===== src/rtl/core/kpe_pkg.sv =====
// ----------------------------------------------------------------------------
// Key press event detector package
// Shared types, widths, register indexes and event bits.
// ----------------------------------------------------------------------------
`default_nettype none

package kpe_pkg;

	localparam int KEY_BITS       = 8;
	localparam int TIMER_BITS_DEF = 16;
	localparam int CFG_W          = 16;
	localparam int CFG_IDX_W      = 2;
	localparam int EV_W           = 4;

	localparam logic [CFG_IDX_W-1:0] REG_LONG_PRESS  = 2'd0;
	localparam logic [CFG_IDX_W-1:0] REG_SHORT_PRESS = 2'd1;
	localparam logic [CFG_IDX_W-1:0] REG_REPEAT      = 2'd2;

	localparam logic [CFG_W-1:0] LONG_PRESS_RST  = 16'd100;
	localparam logic [CFG_W-1:0] SHORT_PRESS_RST = 16'd3;
	localparam logic [CFG_W-1:0] REPEAT_RST      = 16'd20;

	localparam logic [EV_W-1:0] EV_LONG    = 4'b0001;
	localparam logic [EV_W-1:0] EV_SHORT   = 4'b0010;
	localparam logic [EV_W-1:0] EV_REPEAT  = 4'b0100;
	localparam logic [EV_W-1:0] EV_RELEASE = 4'b1000;

	localparam logic CMD_TICK  = 1'b0;
	localparam logic CMD_QUERY = 1'b1;

	typedef struct packed {
		logic                cmd;
		logic [KEY_BITS-1:0] key_sample;
		logic [KEY_BITS-1:0] query_key;
		logic [EV_W-1:0]     query_mask;
	} in_item_t;

	typedef struct packed {
		logic                query_hit;
		logic [EV_W-1:0]     pending_events;
		logic [KEY_BITS-1:0] event_key;
	} out_item_t;

	typedef struct packed {
		logic [CFG_W-1:0] long_press_ticks;
		logic [CFG_W-1:0] short_press_ticks;
		logic [CFG_W-1:0] repeat_ticks;
	} cfg_regs_t;

endpackage

`default_nettype wire


===== src/rtl/core/kpe_cfg.sv =====
// ----------------------------------------------------------------------------
// Key press event detector configuration registers
// Holds the three timing thresholds written through the plain write port.
// ----------------------------------------------------------------------------
`default_nettype none

module kpe_cfg
	import kpe_pkg::*;
(
	input  wire logic                 clk,
	input  wire logic                 arst_n,
	input  wire logic                 cfg_we,
	input  wire logic [CFG_IDX_W-1:0] cfg_index,
	input  wire logic [CFG_W-1:0]     cfg_data,
	output cfg_regs_t                 regs
);

	cfg_regs_t regs_q;

	always_ff @(posedge clk or negedge arst_n) begin
		if (!arst_n) begin
			regs_q.long_press_ticks  <= LONG_PRESS_RST;
			regs_q.short_press_ticks <= SHORT_PRESS_RST;
			regs_q.repeat_ticks      <= REPEAT_RST;
		end else if (cfg_we) begin
			case (cfg_index)
				REG_LONG_PRESS:  regs_q.long_press_ticks  <= cfg_data;
				REG_SHORT_PRESS: regs_q.short_press_ticks <= cfg_data;
				REG_REPEAT:      regs_q.repeat_ticks      <= cfg_data;
				default:         regs_q                   <= regs_q;
			endcase
		end
	end

	assign regs = regs_q;

endmodule

`default_nettype wire


===== src/rtl/core/kpe_fsm.sv =====
// ----------------------------------------------------------------------------
// Key press event detector state machine
// Holds the press state and event flags and computes one result per item.
// ----------------------------------------------------------------------------
`default_nettype none

module kpe_fsm
	import kpe_pkg::*;
#(
	parameter int TIMER_BITS = TIMER_BITS_DEF
) (
	input  wire logic      clk,
	input  wire logic      arst_n,
	input  wire logic      step,
	input  wire in_item_t  item,
	input  wire cfg_regs_t cfg,
	output out_item_t      result
);

	localparam int CmpW = (TIMER_BITS > CFG_W) ? TIMER_BITS : CFG_W;

	typedef enum logic [1:0] {
		PH_IDLE,
		PH_SETTLE,
		PH_HELD,
		PH_WAIT
	} phase_t;

	phase_t                phase_q, phase_d;
	logic [TIMER_BITS-1:0] timer_q, timer_d, bump;
	logic [KEY_BITS-1:0]   prev_q, key_q, key_d;
	logic [EV_W-1:0]       flags_q, flags_d;
	logic                  hit;
	logic [CmpW-1:0]       bump_c;

	assign bump   = (timer_q == '1) ? timer_q : timer_q + TIMER_BITS'(1);
	assign bump_c = CmpW'(bump);

	always_comb begin
		phase_d = phase_q;
		timer_d = timer_q;
		key_d   = key_q;
		flags_d = flags_q;
		hit     = 1'b0;
		if (item.cmd == CMD_TICK) begin
			case (phase_q)
				PH_IDLE: begin
					timer_d = '0;
					flags_d = '0;
					if (item.key_sample != '0) begin
						phase_d = PH_SETTLE;
					end
				end
				PH_SETTLE: begin
					phase_d = PH_HELD;
				end
				PH_HELD: begin
					timer_d = bump;
					if (item.key_sample == prev_q) begin
						if (bump_c >= CmpW'(cfg.long_press_ticks)) begin
							flags_d = flags_q | EV_LONG;
							key_d   = prev_q;
							phase_d = PH_WAIT;
						end
					end else if (item.key_sample == '0) begin
						if (bump_c >= CmpW'(cfg.short_press_ticks)) begin
							flags_d = flags_q | EV_SHORT;
							key_d   = prev_q;
						end
						phase_d = PH_IDLE;
					end else begin
						phase_d = PH_IDLE;
					end
				end
				PH_WAIT: begin
					if (item.key_sample == prev_q) begin
						if (bump_c >= CmpW'(cfg.repeat_ticks)) begin
							flags_d = flags_q | EV_REPEAT;
							key_d   = prev_q;
							timer_d = '0;
						end else begin
							timer_d = bump;
						end
					end else if (item.key_sample == '0) begin
						flags_d = flags_q | EV_RELEASE;
						key_d   = prev_q;
						phase_d = PH_IDLE;
					end
				end
				default: begin
					phase_d = PH_IDLE;
				end
			endcase
		end else begin
			if (key_q == item.query_key && (flags_q & item.query_mask) != '0) begin
				flags_d = '0;
				hit     = 1'b1;
			end
		end
	end

	always_ff @(posedge clk or negedge arst_n) begin
		if (!arst_n) begin
			phase_q <= PH_IDLE;
			timer_q <= '0;
			prev_q  <= '0;
			flags_q <= '0;
			key_q   <= '0;
		end else if (step) begin
			phase_q <= phase_d;
			timer_q <= timer_d;
			flags_q <= flags_d;
			key_q   <= key_d;
			if (item.cmd == CMD_TICK) begin
				prev_q <= item.key_sample;
			end
		end
	end

	assign result.query_hit      = hit;
	assign result.pending_events = flags_d;
	assign result.event_key      = key_d;

endmodule

`default_nettype wire


===== src/rtl/core/key_press_event_detector.sv =====
// ----------------------------------------------------------------------------
// Key press event detector
// Tracks short, long, repeat and release events of a sampled key mask.
// ----------------------------------------------------------------------------
// The block accepts one beat per clock cycle while the input is not stalled
// and returns exactly one result beat for each input beat. An input register
// feeds the combinational state update, whose result lands in an output
// register; the state loop in the state machine sets the rate. A stalled
// output holds the result and the input register, and the input stalls only
// when both are occupied.
`default_nettype none

module key_press_event_detector
	import kpe_pkg::*;
#(
	parameter int TIMER_BITS = TIMER_BITS_DEF
) (
	input  wire logic                 clk,
	input  wire logic                 arst_n,
	input  wire logic                 cfg_we,
	input  wire logic [CFG_IDX_W-1:0] cfg_index,
	input  wire logic [CFG_W-1:0]     cfg_data,
	input  wire logic                 in_valid,
	output logic                      in_stall,
	input  wire in_item_t             in_data,
	output logic                      out_valid,
	input  wire logic                 out_stall,
	output out_item_t                 out_data
);

	cfg_regs_t cfg;
	in_item_t  item_s1;
	logic      valid_s1;
	out_item_t result, result_s2;
	logic      valid_s2;
	logic      s2_ready, in_fire, s1_fire;

	assign s2_ready = !valid_s2 || !out_stall;
	assign in_stall = valid_s1 && !s2_ready;
	assign in_fire  = in_valid && !in_stall;
	assign s1_fire  = valid_s1 && s2_ready;

	kpe_cfg u_cfg (
		.clk       (clk),
		.arst_n    (arst_n),
		.cfg_we    (cfg_we),
		.cfg_index (cfg_index),
		.cfg_data  (cfg_data),
		.regs      (cfg)
	);

	kpe_fsm #(
		.TIMER_BITS (TIMER_BITS)
	) u_fsm (
		.clk    (clk),
		.arst_n (arst_n),
		.step   (s1_fire),
		.item   (item_s1),
		.cfg    (cfg),
		.result (result)
	);

	always_ff @(posedge clk or negedge arst_n) begin
		if (!arst_n) begin
			valid_s1 <= 1'b0;
			valid_s2 <= 1'b0;
		end else begin
			if (in_fire) begin
				valid_s1 <= 1'b1;
			end else if (s1_fire) begin
				valid_s1 <= 1'b0;
			end
			if (s2_ready) begin
				valid_s2 <= valid_s1;
			end
		end
	end

	always_ff @(posedge clk) begin
		if (in_fire) begin
			item_s1 <= in_data;
		end
		if (s1_fire) begin
			result_s2 <= result;
		end
	end

	assign out_valid = valid_s2;
	assign out_data  = result_s2;

endmodule

`default_nettype wire


===== config.mk =====
export PLATFORM = sky130hd
export DESIGN_NAME = key_press_event_detector
export DESIGN_NICKNAME = d
export VERILOG_FILES = /design/src/rtl/core/kpe_pkg.sv /design/src/rtl/core/kpe_cfg.sv /design/src/rtl/core/kpe_fsm.sv /design/src/rtl/core/key_press_event_detector.sv
export SDC_FILE = /design/constraint.sdc
export NUM_CORES = 1
export LEC_CHECK = 0
export ABC_CLOCK_PERIOD_IN_PS = 4400
export CAP_MARGIN = 20
export CORE_UTILIZATION = 50
export DETAILED_ROUTE_END_ITERATION = 10
export DONT_BUFFER_PORTS = 1
export PLACE_DENSITY_LB_ADDON = 0.2
export SLEW_MARGIN = 20
export SYNTH_ARGS = -nofsm -noshare
export SYNTH_HDL_FRONTEND = slang
export SYNTH_SLANG_ARGS = --single-unit

===== constraint.sdc =====
create_clock -name clk -period 4.4 [get_ports clk]
set_clock_uncertainty 0.2 [all_clocks]
set_input_delay 0.66 -clock clk [delete_from_list [all_inputs] [get_ports clk]]
set_output_delay 0.66 -clock clk [all_outputs]
set_load 0.01 [all_outputs]

==> flow_metrics.tcl <==
set metrics [dict create \
    cp_slowest_stage_delay_ns 0.41 \
    die_h_um 115 \
    dp_hpwl_um 9530 \
    cts_buffers 17 \
    cp_num_buf_inv 1 \
    start_kind "register" \
    slew_violations 0 \
    mostFrequentLayoutCells "dfrtp_1, nand2_1, inv_1" \
    overflow 0 \
    grt_pass1_wl_um 21700 \
    die_w_um 115 \
    vias_per_cell 5.51 \
    grtUsageTotal 0.223 \
    power_frac_comb 0.191 \
    drv_cap 0 \
    hold_violations 0 \
    clock_path_buffers 2 \
    rrSetupSlack_ns 0.17 \
    drt_first_pass_iters 4 \
    tritoncts "yes" \
    clk_latency_ns 0.42 \
    use_met2 0.386 \
    yosysTopAreaCell "dfrtp_1" \
    power_mw 3.49 \
    cts_max_level 4 \
    drtAntennaViolNets 0 \
    cp-end-kind "register" \
    grt_use_met1 0.255 \
    area_growth_pct 14.6 \
    netlist_area_mm2 0.00642 \
    holdCritPathClass "primary input to register" \
    syn_nets 675 \
    cp_cell_sequence "ha_1 -> nand4_1 -> nor3_4 -> nor2_1 -> and3_1 -> xor2_2 -> ha_1 -> nand4_1 -> nor3_2 -> a31oi_1 -> a311oi_2 -> o21ba_4 -> o31ai_4 -> buf_6 -> mux2_1" \
    p_leak_nw 3.43 \
    path_delay_family "simple AND/OR/NAND/NOR gates" \
    synth_edf_count 34 \
    status "complete, no violations" \
    ys_top_cells_by_area "dfrtp_1, edfxtp_1, ha_1, mux2_2, nand2_1" \
    fin_setup_tns_ns 0 \
    drc 0 \
    holdPathEnd "item_s1[3]" \
    internal_power_mw 2.49 \
    routed_wl_um 13500 \
    start_util 0.511 \
    n_antenna_cell 0 \
    ioPinCount 59 \
    pwr-share-clk 0.382 \
    ys_seq_area_frac 0.503 \
    cpMaxStageDelayCell "dfrtp_1" \
    cts.sinks 122 \
    async_flop_share 0.721 \
    clk_pin_slew_worst_paths_ns 0.05 \
    grt_start_max_net_pins 89 \
    peakVddDrop_v 0.000299 \
    final.min_clock_period_ns 4.23 \
    dieArea_mm2 0.0133 \
    slew_headroom 0.278 \
    grtUsageMet3 0.0601 \
    worstMarginPinSlew_ns 1.08 \
    grt_pass1_vias 4365 \
    fin_nets 699 \
    finalCritPeriodShare 0.962 \
    powerDensity_mw_per_mm2 473 \
    synth_top_area_share 0.315 \
    synth_warnings 0 \
    final_area_mm2 0.00737 \
    place_congestion 0.848 \
    worstPathMaxFanout 8 \
    synthCells 582 \
    syn_area_per_cell_um2 11.0 \
    row_count 41 \
    cp.required_ns 4.36 \
    switching_share 0.286 \
    port_buffers 0 \
    hold_path_depth 0 \
    top_usage_layer "met2" \
    antenna_found_initial 0 \
    worstHoldStart "in_data[3]" \
    placed_area_mm2 0.00667 \
    pwr-share-seq 0.426 \
    setup_violations 0 \
    cts-root-buf "clkbuf_16" \
    switching_power_mw 0.998 \
    drt_iter0_markers 273 \
    timing.rr.end "out_data[1]" \
    arrival_ns 4.20 \
    synth_cell_type_count 54 \
    drive_gt1_frac 0.166 \
    wl_per_cell_um 17.0 \
    postLayoutCoreUtil 0.586 \
    max_freq_mhz 236 \
    vias 4357 \
    path_class "register to register" \
    crit-reg2reg-launch "u_fsm.timer_q[0]" \
    core_area_mm2 0.0126 \
    synth.ff_latch_count 122 \
    final_common_cell "dfrtp_1" \
    r2r.worst_path.cells 15 \
    synth_flop_cell "dfrtp_1" \
]
[cells in the mapped netlist (all sizes together), types with 5 or more instances]
| cell | n |
|---|---|
| nor4 | 6 |
| and3 | 5 |
| o31ai | 6 |
| dfrtp | 81 |
| mux2 | 51 |
| a22o | 12 |
| o21ai | 30 |
| inv | 54 |
| xor2 | 18 |
| clkbuf | 10 |
| ha | 49 |
| nand4 | 9 |
| nand3 | 13 |
| a21o | 5 |
| edfxtp | 34 |
| a31oi | 5 |
| dfstp | 7 |
| a21oi | 25 |
| xnor2 | 8 |
| a21boi | 5 |
| nor2 | 19 |
| nor2b | 5 |
| nor3 | 5 |
| nand2 | 70 |
| a211oi | 5 |
| nand2b | 6 |
[worst max path at each step]
stage,end,cells past startpoint,slack (ns),startpoint
CTS,out_data[1],14,0.03,u_fsm.timer_q[6]
global route,out_data[4],15,-0.009,u_fsm.timer_q[0]
detailed placement,out_data[1],15,-0.01,u_fsm.timer_q[6]
finish,out_data[1],15,0.17,u_fsm.timer_q[0]
global placement,u_fsm.key_q[1],13,0.1,u_fsm.timer_q[6]
floorplan,out_data[0],13,0.38,u_fsm.timer_q[4]
[metrics by stage]
stage                     hold WS [ns]  worst slack, ns  cells
after floorplan                  0.164            0.384    582
after global placement           0.169           0.0994    751
after detailed placement         0.169          -0.0144    751
after CTS                        0.113           0.0296    785
after global routing             0.111         -0.00872    791
final                            0.132            0.167    791
[sequential cells by signal, indices dropped and copies added (netlist names)]
name,count
u_cfg.regs,48
item_s1,21
u_fsm.timer_q,16
out_data,13
u_fsm.key_q,8
u_fsm.prev_q,8
u_fsm.flags_q,4
u_fsm.phase_q,2
out_valid,1
valid_s1,1
[power by group through the flow]
stage	Combinational, mW	Sequential [mW]	Clock (mW)
detailed placement	0.640	1.50	0
global placement	0.619	1.50	0
global route	0.758	1.51	1.40
floorplan	0.510	1.44	0
CTS	0.671	1.48	1.35
finish	0.666	1.49	1.33
[layer usage]
layer | up-vias | wire, µm
met5 | - | 0
met4 | 0 | 326
met3 | 25 | 459
met2 | 88 | 6790
met1 | 2118 | 5900
li1 | 2126 | -
[what timing repair did]
action	4_1_cts	5_1_grt
resized for setup	3	7
setup endpoints to repair	8	16
hold buffers	2	0
pin swaps	0	9
hold endpoints to repair	88	0
buffers inserted	0	6
[layout make-up]
type	count	area (µm²)
timing repair buffer	19	169
clock inverter	9	97.6
inverter	54	203
fill	1043	5200
tap	172	215
sequential	122	3230
multi-input combinational	392	2980
clock buffer	23	468
[logic make-up (layout without fill, tap and decap cells)]
kind of cell	after synthesis	count (layout)	synth area share
AND/OR/NAND/NOR	153	153	0.114
flip-flops	122	122	0.503
AO/OA/AOI/OAI	111	111	0.118
buffers and inverters	68	105	0.0419
multiplexers	53	53	0.0925
adder cells (fa/ha/maj)	49	49	0.0954
XOR/XNOR	26	26	0.0354
Note: power is estimated with default switching activity, not from simulation.
